**src/sv/http_chunked_decoder_macros.svh**
```systemverilog
`ifndef HTTP_CHUNKED_DECODER_MACROS_SVH
`define HTTP_CHUNKED_DECODER_MACROS_SVH

// same-cycle implication, sampled on clk, off during reset
`define HCD_ASSERT_NOW(label, ante, cons) \
  label: assert property (@(posedge clk) disable iff (!rst_n) (ante) |-> (cons)) \
    else $error("hcd assertion failed");

// next-cycle implication, sampled on clk, off during reset
`define HCD_ASSERT_NEXT(label, ante, cons) \
  label: assert property (@(posedge clk) disable iff (!rst_n) (ante) |=> (cons)) \
    else $error("hcd assertion failed");

`endif

```
**src/sv/hcd_pkg.sv**
```systemverilog
package hcd_pkg;

  localparam logic [1:0] KIND_PAYLOAD = 2'd0;
  localparam logic [1:0] KIND_END     = 2'd1;
  localparam logic [1:0] KIND_ERROR   = 2'd2;

  localparam logic [7:0] CHAR_CR    = 8'h0d;
  localparam logic [7:0] CHAR_LF    = 8'h0a;
  localparam logic [7:0] CHAR_SPACE = 8'h20;
  localparam logic [7:0] CHAR_ZERO  = 8'h30;

  localparam logic [3:0] LINE_LEN_MAX = 4'd15;
  localparam logic [1:0] TRAILER_LEN  = 2'd2;

  typedef struct packed {
    logic [7:0] data;
    logic       hex_ok;
    logic [3:0] hex_val;
    logic       is_cr;
    logic       is_lf;
    logic       is_sp;
    logic       is_zero;
  } hcd_item_t;

  function automatic hcd_item_t hcd_classify(input logic [7:0] c);
    hcd_item_t it;
    it.data    = c;
    it.hex_ok  = 1'b1;
    it.hex_val = 4'd0;
    if (c >= 8'h30 && c <= 8'h39) begin
      it.hex_val = c[3:0];
    end else if ((c >= 8'h61 && c <= 8'h66) || (c >= 8'h41 && c <= 8'h46)) begin
      it.hex_val = c[3:0] + 4'd9;
    end else begin
      it.hex_ok = 1'b0;
    end
    it.is_cr   = (c == CHAR_CR);
    it.is_lf   = (c == CHAR_LF);
    it.is_sp   = (c == CHAR_SPACE);
    it.is_zero = (c == CHAR_ZERO);
    return it;
  endfunction

endpackage

```
**src/sv/http_chunked_decoder.sv**
```systemverilog
// a payload byte passes the front register, a queue slot and the output register before it reaches out_*
// throughput: one byte per cycle while out_stall does not hold the back parser
// a four-entry queue between the byte classifier and the parser absorbs output stalls
// reset: synchronous active-low rst_n; parser restarts at a size line, max_line_len = 6
module http_chunked_decoder
  import hcd_pkg::*;
#(
  parameter int COUNT_BITS = 32
) (
  input  logic       clk,
  input  logic       rst_n,
  input  logic       cfg_valid,
  output logic       cfg_ready,
  input  logic [3:0] cfg_max_line_len,
  input  logic       in_valid,
  output logic       in_stall,
  input  logic [7:0] in_data_byte,
  output logic       out_valid,
  input  logic       out_stall,
  output logic [7:0] out_out_byte,
  output logic [1:0] out_kind
);

  logic      push_valid;
  hcd_item_t push_item;
  logic      push_full;
  logic      pop_valid;
  hcd_item_t pop_item;
  logic      pop_take;

  hcd_front u_front (
    .clk          (clk),
    .rst_n        (rst_n),
    .in_valid     (in_valid),
    .in_stall     (in_stall),
    .in_data_byte (in_data_byte),
    .push_valid   (push_valid),
    .push_item    (push_item),
    .push_full    (push_full)
  );

  hcd_queue u_queue (
    .clk        (clk),
    .rst_n      (rst_n),
    .push_valid (push_valid),
    .push_item  (push_item),
    .push_full  (push_full),
    .pop_valid  (pop_valid),
    .pop_item   (pop_item),
    .pop_take   (pop_take)
  );

  hcd_back #(
    .COUNT_BITS (COUNT_BITS)
  ) u_back (
    .clk              (clk),
    .rst_n            (rst_n),
    .cfg_valid        (cfg_valid),
    .cfg_ready        (cfg_ready),
    .cfg_max_line_len (cfg_max_line_len),
    .pop_valid        (pop_valid),
    .pop_item         (pop_item),
    .pop_take         (pop_take),
    .out_valid        (out_valid),
    .out_stall        (out_stall),
    .out_out_byte     (out_out_byte),
    .out_kind         (out_kind)
  );

endmodule

```
**src/sv/hcd_front.sv**
```systemverilog
module hcd_front
  import hcd_pkg::*;
(
  input  logic       clk,
  input  logic       rst_n,
  input  logic       in_valid,
  output logic       in_stall,
  input  logic [7:0] in_data_byte,
  output logic       push_valid,
  output hcd_item_t  push_item,
  input  logic       push_full
);

  logic      valid_r;
  logic      valid_nxt;
  hcd_item_t item_r;

  assign in_stall   = valid_r && push_full;
  assign push_valid = valid_r;
  assign push_item  = item_r;

  always_comb begin
    valid_nxt = valid_r;
    if (!in_stall) begin
      valid_nxt = in_valid;
    end
  end

  always_ff @(posedge clk) begin
    if (!rst_n) begin
      valid_r <= 1'b0;
    end else begin
      valid_r <= valid_nxt;
    end
  end

  always_ff @(posedge clk) begin
    if (in_valid && !in_stall) begin
      item_r <= hcd_classify(in_data_byte);
    end
  end

endmodule

```
**src/sv/hcd_queue.sv**
```systemverilog
module hcd_queue
  import hcd_pkg::*;
(
  input  logic      clk,
  input  logic      rst_n,
  input  logic      push_valid,
  input  hcd_item_t push_item,
  output logic      push_full,
  output logic      pop_valid,
  output hcd_item_t pop_item,
  input  logic      pop_take
);

  localparam int DEPTH = 4;
  localparam int PW    = $clog2(DEPTH);

  hcd_item_t       slots_r [DEPTH];
  logic [PW-1:0]   wr_ptr_r;
  logic [PW-1:0]   wr_ptr_nxt;
  logic [PW-1:0]   rd_ptr_r;
  logic [PW-1:0]   rd_ptr_nxt;
  logic [PW:0]     count_r;
  logic [PW:0]     count_nxt;
  logic            do_push;
  logic            do_pop;

  assign push_full = (count_r == PW'(0) + (PW+1)'(DEPTH));
  assign pop_valid = (count_r != '0);
  assign pop_item  = slots_r[rd_ptr_r];
  assign do_push   = push_valid && !push_full;
  assign do_pop    = pop_take && pop_valid;

  always_comb begin
    wr_ptr_nxt = do_push ? wr_ptr_r + PW'(1) : wr_ptr_r;
    rd_ptr_nxt = do_pop ? rd_ptr_r + PW'(1) : rd_ptr_r;
    count_nxt  = count_r;
    if (do_push && !do_pop) begin
      count_nxt = count_r + (PW+1)'(1);
    end else if (!do_push && do_pop) begin
      count_nxt = count_r - (PW+1)'(1);
    end
  end

  always_ff @(posedge clk) begin
    if (!rst_n) begin
      wr_ptr_r <= '0;
      rd_ptr_r <= '0;
      count_r  <= '0;
    end else begin
      wr_ptr_r <= wr_ptr_nxt;
      rd_ptr_r <= rd_ptr_nxt;
      count_r  <= count_nxt;
    end
  end

  always_ff @(posedge clk) begin
    if (do_push) begin
      slots_r[wr_ptr_r] <= push_item;
    end
  end

endmodule

```
**src/sv/hcd_back.sv**
```systemverilog
module hcd_back
  import hcd_pkg::*;
#(
  parameter int COUNT_BITS = 32
) (
  input  logic       clk,
  input  logic       rst_n,
  input  logic       cfg_valid,
  output logic       cfg_ready,
  input  logic [3:0] cfg_max_line_len,
  input  logic       pop_valid,
  input  hcd_item_t  pop_item,
  output logic       pop_take,
  output logic       out_valid,
  input  logic       out_stall,
  output logic [7:0] out_out_byte,
  output logic [1:0] out_kind
);

`include "http_chunked_decoder_macros.svh"

  localparam logic [2:0] PH_LINE    = 3'd0;
  localparam logic [2:0] PH_LINE_CR = 3'd1;
  localparam logic [2:0] PH_PAYLOAD = 3'd2;
  localparam logic [2:0] PH_TRAILER = 3'd3;
  localparam logic [2:0] PH_DONE    = 3'd4;
  localparam logic [2:0] PH_STOPPED = 3'd5;

  logic [3:0]            max_len_r;
  logic [2:0]            phase_r, phase_nxt;
  logic [COUNT_BITS-1:0] chunk_r, chunk_nxt;
  logic [3:0]            len_r, len_nxt;
  logic                  first_r, first_nxt;
  logic                  stopped_r, stopped_nxt;
  logic                  seen_r, seen_nxt;
  logic [1:0]            trailer_r, trailer_nxt;
  logic                  out_valid_r, out_valid_nxt;
  logic [7:0]            out_byte_r, out_byte_nxt;
  logic [1:0]            out_kind_r, out_kind_nxt;

  logic                  ready;
  logic                  take;
  logic                  out_load;
  logic [3:0]            len_inc;
  logic                  tx_first;
  logic                  tx_stopped;
  logic                  tx_seen;
  logic [COUNT_BITS-1:0] tx_chunk;
  logic [COUNT_BITS-1:0] chunk_dec;
  logic [1:0]            trailer_dec;

  assign cfg_ready    = 1'b1;
  assign ready        = !out_valid_r || !out_stall;
  assign take         = pop_valid && ready;
  assign pop_take     = ready;
  assign out_valid    = out_valid_r;
  assign out_out_byte = out_byte_r;
  assign out_kind     = out_kind_r;

  assign len_inc     = (len_r < LINE_LEN_MAX) ? len_r + 4'd1 : len_r;
  assign chunk_dec   = chunk_r - COUNT_BITS'(1);
  assign trailer_dec = (trailer_r != 2'd0) ? trailer_r - 2'd1 : 2'd0;

  // size line text: digits, leading spaces, extension
  always_comb begin
    tx_first   = first_r || (len_r == 4'd0 && pop_item.is_zero);
    tx_stopped = stopped_r;
    tx_seen    = seen_r;
    tx_chunk   = chunk_r;
    if (!stopped_r && !(pop_item.is_sp && !seen_r)) begin
      if (!pop_item.hex_ok) begin
        tx_stopped = 1'b1;
      end else begin
        tx_seen = 1'b1;
        if (chunk_r[COUNT_BITS-1 -: 4] != 4'd0) begin
          tx_chunk = '1;
        end else begin
          tx_chunk = {chunk_r[COUNT_BITS-5:0], pop_item.hex_val};
        end
      end
    end
  end

  always_comb begin
    phase_nxt    = phase_r;
    chunk_nxt    = chunk_r;
    len_nxt      = len_r;
    first_nxt    = first_r;
    stopped_nxt  = stopped_r;
    seen_nxt     = seen_r;
    trailer_nxt  = trailer_r;
    out_load     = 1'b0;
    out_byte_nxt = 8'd0;
    out_kind_nxt = KIND_PAYLOAD;
    if (take) begin
      case (phase_r)
        PH_LINE, PH_LINE_CR: begin
          if (phase_r == PH_LINE || !pop_item.is_lf) begin
            chunk_nxt   = tx_chunk;
            len_nxt     = len_inc;
            first_nxt   = tx_first;
            stopped_nxt = tx_stopped;
            seen_nxt    = tx_seen;
            if (pop_item.is_cr) begin
              phase_nxt = PH_LINE_CR;
            end else begin
              phase_nxt = PH_LINE;
            end
          end else begin
            len_nxt = len_inc;
            if (first_r && chunk_r == '0) begin
              phase_nxt    = PH_DONE;
              out_load     = 1'b1;
              out_kind_nxt = KIND_END;
            end else if (len_inc > max_len_r) begin
              phase_nxt    = PH_STOPPED;
              out_load     = 1'b1;
              out_kind_nxt = KIND_ERROR;
            end else begin
              trailer_nxt = TRAILER_LEN;
              phase_nxt   = (chunk_r != '0) ? PH_PAYLOAD : PH_TRAILER;
            end
          end
        end
        PH_PAYLOAD: begin
          chunk_nxt    = chunk_dec;
          out_load     = 1'b1;
          out_byte_nxt = pop_item.data;
          out_kind_nxt = KIND_PAYLOAD;
          if (chunk_dec == '0) begin
            trailer_nxt = TRAILER_LEN;
            phase_nxt   = PH_TRAILER;
          end
        end
        PH_TRAILER: begin
          trailer_nxt = trailer_dec;
          if (trailer_dec == 2'd0) begin
            chunk_nxt   = '0;
            len_nxt     = 4'd0;
            first_nxt   = 1'b0;
            stopped_nxt = 1'b0;
            seen_nxt    = 1'b0;
            phase_nxt   = PH_LINE;
          end
        end
        default: begin
          phase_nxt = phase_r;
        end
      endcase
    end
    if (out_load) begin
      out_valid_nxt = 1'b1;
    end else if (out_stall) begin
      out_valid_nxt = out_valid_r;
    end else begin
      out_valid_nxt = 1'b0;
    end
  end

  always_ff @(posedge clk) begin
    if (!rst_n) begin
      max_len_r   <= 4'd6;
      phase_r     <= PH_LINE;
      chunk_r     <= '0;
      len_r       <= 4'd0;
      first_r     <= 1'b0;
      stopped_r   <= 1'b0;
      seen_r      <= 1'b0;
      trailer_r   <= 2'd0;
      out_valid_r <= 1'b0;
    end else begin
      if (cfg_valid && cfg_ready) begin
        max_len_r <= cfg_max_line_len;
      end
      phase_r     <= phase_nxt;
      chunk_r     <= chunk_nxt;
      len_r       <= len_nxt;
      first_r     <= first_nxt;
      stopped_r   <= stopped_nxt;
      seen_r      <= seen_nxt;
      trailer_r   <= trailer_nxt;
      out_valid_r <= out_valid_nxt;
    end
  end

  always_ff @(posedge clk) begin
    if (out_load) begin
      out_byte_r <= out_byte_nxt;
      out_kind_r <= out_kind_nxt;
    end
  end

  `HCD_ASSERT_NOW(a_payload_phase, out_load && out_kind_nxt == KIND_PAYLOAD, phase_r == PH_PAYLOAD)
  `HCD_ASSERT_NEXT(a_done_sticky, phase_r == PH_DONE, phase_r == PH_DONE)
  `HCD_ASSERT_NOW(a_zero_byte, out_valid_r && out_kind_r != KIND_PAYLOAD, out_byte_r == 8'd0)

endmodule
```
**config.mk**
```make
export PLATFORM = sky130hd
export DESIGN_NAME = http_chunked_decoder
export DESIGN_NICKNAME = d
export VERILOG_FILES = /design/src/sv/hcd_pkg.sv /design/src/sv/http_chunked_decoder.sv /design/src/sv/hcd_front.sv /design/src/sv/hcd_queue.sv /design/src/sv/hcd_back.sv
export VERILOG_INCLUDE_DIRS = /design/src /design/src/sv
export SDC_FILE = /design/constraint.sdc
export NUM_CORES = 1
export LEC_CHECK = 0
export BUFFER_PORTS_ARGS = -buffer_cell sky130_fd_sc_hd__buf_2
export CAP_MARGIN = 20
export CORE_MARGIN = 5
export CORE_UTILIZATION = 30
export DETAILED_ROUTE_END_ITERATION = 12
export GPL_ROUTABILITY_DRIVEN = 0
export GPL_TIMING_DRIVEN = 1
export PLACE_DENSITY_LB_ADDON = 0.08
export RECOVER_POWER = 50
export SLEW_MARGIN = 20
export SYNTH_ARGS = -nofsm -noshare
export SYNTH_HDL_FRONTEND = slang
export SYNTH_SLANG_ARGS = --single-unit
```
**constraint.sdc**
```tcl
create_clock -name clk -period 6 [get_ports clk]
set_input_delay 1.5 -clock clk [delete_from_list [all_inputs] [get_ports clk]]
set_output_delay 1.5 -clock clk [all_outputs]
set_load 0.02 [all_outputs]
```
==> results of run 1 <==
[metal layers]
layer | GRT usage [%] | up-vias | share of wire [%]
met4 | 4.41 | 0 | 1.4
li1 | - | 2648 | -
met5 | 0 | - | 0
met3 | 3.05 | 22 | 3.3
met2 | 23.1 | 101 | 48
met1 | 19.1 | 2762 | 47
[logic make-up after synthesis]
group / count (synthesis) / share of synthesized area (%)
compound gates: 191 / 15.9
buf+inv: 67 / 3.76
fa+ha+maj: 19 / 3.26
mux: 22 / 5.75
xor+xnor: 10 / 1.16
other cells: 1 / 0.0498
flops: 154 / 53.6
simple gates: 221 / 16.5
[cell usage in the layout (no fill, tap or decap), types with 5 or more instances in the layout]
cell / n
edfxtp_1: 95
o21ai_0: 70
nor2_1: 62
dfxtp_1: 59
nand2_1: 39
a21oi_1: 34
inv_1: 21
ha_1: 18
mux4_2: 17
clkbuf_16: 17
clkbuf_1: 15
buf_2: 15
nor4_1: 14
a22oi_1: 14
nor3_1: 13
nand3_1: 13
and3_1: 13
o211ai_1: 10
o31ai_1: 10
a31oi_1: 9
nand2b_1: 8
xnor2_1: 7
nand4_1: 6
nor4b_1: 6
nand3b_1: 6
o41ai_1: 6
o311ai_0: 6
o21a_1: 5
or3_1: 5
mux2i_1: 5
inv_8: 5
clkinv_8: 5
[Yosys cell counts (4+ instances only)]
| library cell | count |
|---|---|
| dfxtp_1 | 59 |
| nand2_1 | 39 |
| and3_1 | 13 |
| nand2b_1 | 8 |
| nand3_1 | 13 |
| mux4_2 | 17 |
| nand3b_1 | 6 |
| a22oi_1 | 14 |
| edfxtp_1 | 95 |
| o311ai_0 | 6 |
| a31oi_1 | 9 |
| o21a_1 | 5 |
| nor2_1 | 64 |
| nor4b_1 | 6 |
| nor3_1 | 13 |
| clkbuf_1 | 31 |
| o21ai_0 | 70 |
| or3_1 | 5 |
| o41ai_1 | 6 |
| o31ai_1 | 10 |
| ha_1 | 18 |
| nand4_1 | 6 |
| mux2i_1 | 5 |
| nor4_1 | 14 |
| o22ai_1 | 4 |
| a21oi_1 | 34 |
| and2_1 | 5 |
| inv_1 | 21 |
| buf_2 | 9 |
| xnor2_1 | 7 |
| o31a_1 | 4 |
| nor4_4 | 4 |
| o211ai_1 | 10 |
[flip-flops by register name, summed over array words and instances, names as in the netlist, 3 cells and up, named ones only]
signal and count:
u_back.max_len_r 4, u_queue.slots_r 68, u_back.len_r 4, u_queue.count_r 3
u_back.phase_r 3, u_back.chunk_r 32, u_front.push_item 17, u_back.out_out_byte 8
[per-stage QoR]
step           area, um^2  power (mW)
2_1_floorplan        7520        3.44
6_report             8530        5.25
5_1_grt              8530        5.64
4_1_cts              8540        5.26
3_3_place_gp         7920        4.12
3_5_place_dp         7930        4.15
[power groups by stage]
stage | combinational, mW | clock (mW) | sequential [mW]
floorplan | 1.99 | 0 | 1.45
global placement | 2.54 | 0 | 1.58
detailed placement | 2.57 | 0 | 1.58
CTS | 2.58 | 1.12 | 1.56
global route | 2.87 | 1.17 | 1.59
finish | 2.59 | 1.09 | 1.56
[final timing paths]
path / slack (ps) / startpoint / endpoint
worst max register to register: 2540 / u_back.len_r[0] / u_back.out_kind[1]
worst min-delay path: 490 / u_back.stopped_r / u_back.stopped_r
worst min register to register: 490 / u_back.stopped_r / u_back.stopped_r
worst max-delay path: 2060 / rst_n / u_back.trailer_r[1]
[critical path: cells and delay by family]
family | cells | cell delay, ps
buffers and inverters | 3 | 2210
AO/OA/AOI/OAI | 2 | 530
[cell type report]
type | instances | area, um^2
repair buffers | 34 | 174
well taps | 330 | 413
fillers | 2543 | 16400
multi-input cells | 464 | 3220
flip-flops and latches | 154 | 4030
inverters | 22 | 82.6
clock buffers | 17 | 425
clock inverters | 15 | 189
==> results.txt, run 1 <==
# H-tree levels = 4
Die ar. = 28,300 um^2
wire length of the first global-routing pass = 31,800 um
crit path setup slack, layout = 2060 ps
top achievable clock speed = 254 MHz
layout cells sized above 1 = 12.3%
Top Ports = 30
crit start category = primary input
aggregate global-route resource usage = 14.2%
die width = 168 um
share of the yosys chip area belonging to registers = 53.6%
setup repair after global routing missed its margin = no
required time of the worst setup path = 6320 ps
delay of the slowest critical-path stage = 1920 ps
number of buffers created by CTS = 17
syn_area_per_cell = 11.0 um^2
count of antenna-violating nets left after detailed routing = 0
clk slew on worst S/H paths = 70 ps
hold path depth = 2
maximum number of pins on one net before global-route repair = 56
wire length per cell after detailed routing = 19.1 um
Synth Warn # = 0
headroom to the max-slew limit = -81.2%
IR Drop Worst-Case VDD = 0.210 mV
Antenna Diode Count = 0
number of nets produced by synthesis = 721
Layout Nets = 729
initial antenna violation count = 0
Reg power frac = 29.8%
clock network fraction of design power = 20.8%
CTS Buffer Depth = 2
post-synthesis cell type count = 71
number of optimization iterations in the first detailed-route pass = 5
violated checks = capacitance limit, slew limit
relative area change from synthesis to final layout = 13.4%
Final Max Slew Viols = 53
Max Fanout on Critical Path = 52
Die Span Y = 168 um
number of cells in the design after placement = 1,003
insertion delay of the later-clocked pin in the worst-skew pair = 430 ps
via total after detailed routing = 5,533
flip-flop and latch count after synthesis = 154
kind of path behind the tightest hold check = reg -> reg
crit path cell chain = clkbuf_1, clkinv_1, clkbuf_1, o32ai_1, a21o_1
Post-Route WL = 19,800 um
root buffer cell = clkbuf_16
part of the total power dissipated in combinational logic = 49.4%
final cycle utilization of the critical path = 65.7%
Cell Int Power = 2.76 mW
Vias per Instance = 5.34
number of global-route vias before repair = 5,565
Cell Rows = 58
number of standard cells after synthesis = 685
post-layout minimum cycle time = 3940 ps
CTS tree = done
Iteration-0 DRC Markers = 440
cell type with the largest total area after synthesis = edfxtp_1
number of clock sinks seen by CTS = 154
placed wire-length estimate after detailed placement = 13,000 um
type of element capturing the critical path = register
Setup Total Neg Slack = 0 ps
area of the mapped netlist = 7520 um^2
Final Instance Count excl. Fillers = 1,036
post-route DRC violation count = 0
slowest stage cell on the critical path = clkbuf_1
quantity of hold-fixing buffers added after cts = 0
most frequent cell on the critical path = clkbuf_1
initial core utilization = 30.1%
FFs w/ async S/R, synth = 0%
core occupancy in the finished layout = 34.2%
Worst Path Arrival = 4270 ps
outcome = finished, violations left
P_sw = 2.48 mW
kind of critical path = in -> reg
switching share of total power = 47.3%
setup violation total in the final timing report = 0
pre-CTS worst setup slack = 2130 ps
number of failing hold endpoints at the final stage = 0
number of port buffers = 28
worst reg2reg path depth = 10
Remaining Overflow, GRT = 0
portion of synthesized cell area occupied by the leading cell type = 37.9%
floorplan core area = 25,000 um^2
number of setup buffers added after CTS = 0
CTS resizes = 0
total of max-cap violations = 1
predominant post-synthesis flop cell = edfxtp_1
post-route worst hold slack = 490 ps
Post-synth EDFFs = 95
slew of the pin with the lowest slew margin = 2720 ps
Power Dens Cells = 615 nW/um^2
Area contributors post-synth = edfxtp_1 38%, dfxtp_1 16%, mux4_2 5.1%
Final Skew = 14.2 ps
standby leakage power = 2.91 nW
(Power assumes the default switching activity.)
==> run 2: changes to the inputs <==
Settings changed: ABC_AREA set to 1.
Clock period 6 ns to 3.85 ns, I/O delays scaled along.
==> results.txt, run 2 <==
outcome = finished, violations left
violated checks = capacitance limit, slew limit
post-synthesis cell type count = 48 (-32%)
portion of netlist area occupied by mux cells = 0% (-5.8 points)
reg-to-reg critical path endpoint = u_back.out_out_byte[3]
post-synthesis share of cell area spent on xor and xnor gates = 0.895% (-0.27 points)
top library cells by usage in the layout, fill and taps aside = 209 x nand2_1, 123 x nor2_1, 99 x o21ai_0
number of optimization iterations in the first detailed-route pass = 5 (unchanged)
placed wire-length estimate after detailed placement = 14,200 um (+9.2%)
number of port buffers = 28 (unchanged)
Die ar. = 29,400 um^2 (+3.8%)
Post-DP Area = 8390 um^2 (+5.8%)
post-layout minimum cycle time = 2960 ps
complex-gate fraction of the synthesized area = 14.5% (-1.4 points)
clk slew on worst S/H paths = 70 ps (about the same)
Largest register FFs = 68 (unchanged)
Reg power frac = 29.1% (-0.7 points)
count of antenna-violating nets left after detailed routing = 0 (unchanged)
beginning of the worst register-to-register path = u_back.len_r[0]
wire length per cell after detailed routing = 15.5 um (-19%)
total of max-cap violations = 1 (unchanged)
Cell Int Power = 4.22 mW (+52%)
Final Instance Count excl. Fillers = 1,318 (+27%)
flip-flop and latch count after synthesis = 154 (unchanged)
number of cells in the design after placement = 1,287 (+28%)
worst reg2reg path depth = 14 (+4)
adder and majority gate portion of the synthesized area = 3.13% (-0.13 points)
final cycle utilization of the critical path = 76.8%
Layout Nets = 1,007 (+38%)
clock network fraction of design power = 21.4% (+0.6 points)
worst min-delay path startpoint = u_queue.rd_ptr_r[0]
core occupancy in the finished layout = 34.6% (+0.37 points)
Vias per Instance = 4.59 (-14%)
Post-Route WL = 20,400 um (+3.1%)
Die Span Y = 172 um (+1.9%)
most common cell after layout, fill and taps aside = nand2_1
top achievable clock speed = 338 MHz
Biggest register = u_queue.slots_r
# H-tree levels = 4 (unchanged)
Synth Warn # = 0 (unchanged)
most used standard cells in the synthesized netlist = 209 x nand2_1, 124 x nor2_1, 99 x o21ai_0
FFs w/ async S/R, synth = 0% (unchanged)
main combinational cell family by area after synthesis = simple AND/OR/NAND/NOR gates
post-route DRC violation count = 0 (unchanged)
number of failing hold endpoints at the final stage = 0 (unchanged)
Top Ports = 30 (unchanged)
portion of synthesized cell area occupied by the leading cell type = 36.5% (-1.5 points)
headroom to the max-slew limit = -8.83% (+72 points)
post-route worst hold slack = 474 ps (-16.0 ps)
floorplan core area = 25,800 um^2 (+3.5%)
wire length of the first global-routing pass = 32,600 um (+2.8%)
setup slack of the worst register-to-register path = 890 ps (-1650 ps)
CTS Buffer Depth = 2 (unchanged)
share of the yosys chip area belonging to registers = 51.5% (-2.1 points)
standby leakage power = 3.68 nW (+27%)
P_sw = 3.56 mW (+43%)
Setup Total Neg Slack = 0 ps (unchanged)
Final Max Slew Viols = 32 (-40%)
Power Dens Cells = 871 nW/um^2 (+42%)
library cell with the highest instance count after synthesis = nand2_1
area of the mapped netlist = 7830 um^2 (+4.0%)
cell type with the largest total area after synthesis = edfxtp_1
number of setup buffers added after CTS = 0 (unchanged)
Antenna Diode Count = 0 (unchanged)
CTS tree = done
kind of critical path = reg -> reg
required time of the worst setup path = 3900 ps (-2420 ps)
Post-synth EDFFs = 95 (unchanged)
part of the total power dissipated in combinational logic = 49.6% (+0.2 points)
via total after detailed routing = 6,053 (+9.4%)
IR Drop Worst-Case VDD = 0.345 mV (+64%)
Final Skew = 18.1 ps (+3.93 ps)
number of global-route vias before repair = 5,847 (+5.1%)
predominant post-synthesis flop cell = edfxtp_1
slew of the pin with the lowest slew margin = 1630 ps (-1090 ps)
CTS resizes = 0 (unchanged)
hold path depth = 1 (-1)
initial antenna violation count = 0 (unchanged)
maximum number of pins on one net before global-route repair = 41 (-27%)
number of nets produced by synthesis = 973 (+35%)
post-layout instance area = 8930 um^2 (+4.6%)
simple-gate share of the synthesized area = 23.3% (+6.8 points)
number of clock sinks seen by CTS = 154 (unchanged)
switching share of total power = 45.8% (-1.5 points)
initial core utilization = 30.3% (+0.15 points)
layout cells sized above 1 = 9.87% (-2.5 points)
Max Fanout on Critical Path = 10 (-81%)
die width = 172 um (+1.9%)
number of standard cells after synthesis = 937 (+37%)
Cell Rows = 59 (+1.7%)
aggregate global-route resource usage = 14.2% (about the same)
kind of path behind the tightest hold check = reg -> reg
type of element capturing the critical path = register
quantity of hold-fixing buffers added after cts = 0 (unchanged)
root buffer cell = clkbuf_16
setup repair after global routing missed its margin = no
start point of the critical path = u_back.len_r[0]
Worst Path Arrival = 3000 ps (-1270 ps)
number of buffers created by CTS = 17 (unchanged)
setup violation total in the final timing report = 0 (unchanged)
crit start category = register
Area contributors post-synth = edfxtp_1 36%, dfxtp_1 15%, nand2_1 10%
Iteration-0 DRC Markers = 315 (-28%)
relative area change from synthesis to final layout = 14.1%
Remaining Overflow, GRT = 0 (unchanged)
insertion delay of the later-clocked pin in the worst-skew pair = 420 ps (about the same)
syn_area_per_cell = 8.35 um^2 (-24%)
run 2: worst max-delay path by stage:
stage               depth (start not counted)                      to  slack (ps)
finish                                     14  u_back.out_out_byte[3]         890
global route                               14  u_back.out_out_byte[3]         620
CTS                                        14  u_back.out_out_byte[0]         850
detailed placement                         14  u_back.out_out_byte[7]         880
global placement                           14  u_back.out_out_byte[4]         910
floorplan                                  14      u_back.out_kind[0]        1340
run 2: worst max-delay path, stage by stage (launching register included):
cell	delay [ps]
dfxtp_1	400
ha_1	190
nand2_1	70
nor2_1	150
inv_1	100
nand2_1	60
o21ai_0	100
ha_1	310
inv_1	40
nor2_1	70
o21ai_0	70
a32oi_1	250
a21oi_1	90
or2_1	270
nand2_1	410
run 2: kinds of logic (layout without fill, tap and decap cells):
family                     Yosys count  count (layout)
buffers and inverters              130             176
other                                1               1
adders and majority gates           19              19
AOI/OAI and AO/OA                  206             206
and+or+nand+nor                    419             419
DFF                                154             154
xor gates and xnor gates             8               8
run 2: final cells by class:
class | instances | area [um^2]
tap | 335 | 419
multi-input combinational | 653 | 3280
fill | 2775 | 16900
inverter | 100 | 375
clock inverter | 12 | 138
sequential | 154 | 4030
clock buffer | 19 | 433
timing repair buffer | 45 | 250
run 2: per-stage QoR:
stage	setup WS [ps]	power, mW
finish	894	7.77
global route	617	8.48
CTS	853	7.89
detailed placement	876	6.18
global placement	912	6.22
floorplan	1340	5.12
run 2: power groups by stage:
| stage | Clock [mW] | Sequential [mW] | Combinational, mW |
|---|---|---|---|
| after floorplan | 0 | 2.21 | 2.91 |
| after global placement | 0 | 2.30 | 3.92 |
| after detailed placement | 0 | 2.29 | 3.89 |
| after CTS | 1.72 | 2.26 | 3.91 |
| after global routing | 1.78 | 2.30 | 4.40 |
| final | 1.66 | 2.26 | 3.86 |
run 2: metal layers:
metal	track usage, %	vias to the layer above	routed length, um
li1	-	3208	-
met2	22.2	57	9200
met1	20.7	2778	10700
met3	2.44	10	405
met4	3.24	0	144
met5	0	-	0
==> run 3: changes to the inputs <==
Clock period 3.85 ns to 2.9 ns, I/O delays scaled along.
==> results.txt, run 3 (synthesis gave the netlist of run 2 again) <==
worst min-delay path startpoint = u_queue.rd_ptr_r[0]
Cell Rows = 59 (unchanged)
Largest register FFs = 68 (unchanged)
placed wire-length estimate after detailed placement = 14,300 um (+0.41%)
wire length of the first global-routing pass = 33,400 um (+2.4%)
maximum number of pins on one net before global-route repair = 61 (+49%)
post-route DRC violation count = 0 (unchanged)
final cycle utilization of the critical path = 89.8% (+13 points)
root buffer cell = clkbuf_16
Layout Nets = 1,011 (+0.40%)
initial antenna violation count = 0 (unchanged)
delay of the slowest critical-path stage = 350 ps (-60 ps)
Vias per Instance = 4.66 (+1.5%)
number of buffers created by CTS = 17 (unchanged)
Remaining Overflow, GRT = 0 (unchanged)
quantity of hold-fixing buffers added after cts = 0 (unchanged)
total of max-cap violations = 0 (-1)
top achievable clock speed = 384 MHz (+13%)
kind of path behind the tightest hold check = reg -> reg
Worst Path Arrival = 2740 ps (-260 ps)
logic depth of the worst path, buffers included = 15 (+1)
Post-DP Area = 8410 um^2 (+0.27%)
number of cells in the design after placement = 1,290 (+0.23%)
clock network fraction of design power = 22.6% (+1.2 points)
crit path setup slack, layout = 295 ps (-599 ps)
post-layout instance area = 9030 um^2 (+1.1%)
relative area change from synthesis to final layout = 15.3%
setup violation total in the final timing report = 0 (unchanged)
count of antenna-violating nets left after detailed routing = 0 (unchanged)
Iteration-0 DRC Markers = 422 (+34%)
most common cell after layout, fill and taps aside = nand2_1
# H-tree levels = 4 (unchanged)
Post-Route WL = 20,600 um (+0.91%)
initial core utilization = 30.3% (unchanged)
Die ar. = 29,400 um^2 (unchanged)
via total after detailed routing = 6,166 (+1.9%)
slowest stage cell on the critical path = dfxtp_2
P_sw = 4.83 mW (+36%)
part of the total power dissipated in combinational logic = 49.2% (-0.4 points)
Antenna Diode Count = 0 (unchanged)
pre-CTS worst setup slack = 202 ps (-674 ps)
Setup Total Neg Slack = 0 ps (unchanged)
number of failing hold endpoints at the final stage = 0 (unchanged)
Power Dens Cells = 1170 nW/um^2 (+35%)
switching share of total power = 45.7% (-0.11 points)
Biggest register = u_queue.slots_r
aggregate global-route resource usage = 14.6% (+0.35 points)
Final Instance Count excl. Fillers = 1,323 (+0.38%)
Buffers & Inverters on Critical Path = 3 (+1)
Final Skew = 16.3 ps (-1.80 ps)
number of global-route vias before repair = 5,929 (+1.4%)
Max Fanout on Critical Path = 10 (unchanged)
required time of the worst setup path = 3040 ps (-860 ps)
CTS tree = done
insertion delay of the later-clocked pin in the worst-skew pair = 430 ps (about the same)
die width = 172 um (unchanged)
standby leakage power = 3.73 nW (+1.5%)
worst reg2reg path depth = 15 (+1)
beginning of the worst register-to-register path = u_back.len_r[0]
hold path depth = 1 (unchanged)
slew of the pin with the lowest slew margin = 1190 ps (-447 ps)
top library cells by usage in the layout, fill and taps aside = 209 x nand2_1, 123 x nor2_1, 98 x o21ai_0
clk slew on worst S/H paths = 70 ps (about the same)
setup repair after global routing missed its margin = no
Top Ports = 30 (unchanged)
headroom to the max-slew limit = 20.9% (+30 points)
CTS Buffer Depth = 2 (unchanged)
number of port buffers = 28 (unchanged)
crit path cell chain = ha_1, nand2_1, nor2_1, inv_1, nand2_1, o21ai_1, ha_1, inv_1, nor2_1, o21ai_0, a32oi_1, a21oi_1, or2_1, nand2_1, buf_12
post-layout minimum cycle time = 2600 ps (-351 ps)
Cell Int Power = 5.75 mW (+36%)
number of clock sinks seen by CTS = 154 (unchanged)
start point of the critical path = u_back.len_r[0]
kind of critical path = reg -> reg
crit start category = register
layout cells sized above 1 = 10.9% (+1.1 points)
IR Drop Worst-Case VDD = 0.577 mV (+67%)
most frequent cell on the critical path = nand2_1
type of element capturing the critical path = register
Final Max Slew Viols = 0 (-100%)
floorplan core area = 25,800 um^2 (unchanged)
Die Span Y = 172 um (unchanged)
number of optimization iterations in the first detailed-route pass = 6 (+1)
outcome = complete, no violations
wire length per cell after detailed routing = 15.6 um (+0.53%)
Reg power frac = 28.2% (-0.9 points)
post-route worst hold slack = 477 ps (+3.71 ps)
kind of cell adding the most delay to the critical path = simple AND/OR/NAND/NOR gates
-- run 3: final cells by class --
cell class	count	area [um^2]
clock buffers	17	425
clock inverters	15	204
fillers	2714	16800
inverters	100	375
multi-input cells	653	3280
flip-flops and latches	154	4040
well taps	335	419
repair buffers	49	284
-- run 3: routing by layer --
metal	up-vias	global-route usage [%]	wire, um
met5	-	0	0
met4	0	3.31	194
met3	14	2.62	628
met2	94	22.6	9170
met1	2843	21.3	10600
li1	3215	-	-
-- run 3: stage by stage --
step	utilization (%)	total power [mW]
after floorplan	-	6.79
after global placement	32.6	8.29
after detailed placement	32.6	8.25
after CTS	35.0	10.7
after global routing	34.9	11.6
final	34.9	10.6
-- run 3: repair_timing --
action | 4_1_cts | 5_1_grt
gates resized for setup | 0 | 3
endpoints found under the hold margin | 0 | 0
setup endpoints to repair | 0 | 13
setup buffers | 0 | 1
-- run 3: power by group through the flow --
stage | clock [mW] | sequential [mW] | combinational, mW
final | 2.40 | 2.98 | 5.20
after detailed placement | 0 | 3.03 | 5.22
after CTS | 2.46 | 2.98 | 5.25
after global placement | 0 | 3.04 | 5.25
after global routing | 2.57 | 3.03 | 5.98
after floorplan | 0 | 2.93 | 3.86
-- run 3: final timing paths --
check	endpoint	slack [ps]
max	u_back.out_out_byte[0]	300
min	register	480
max reg2reg	u_back.out_out_byte[0]	300
min reg2reg	register	480
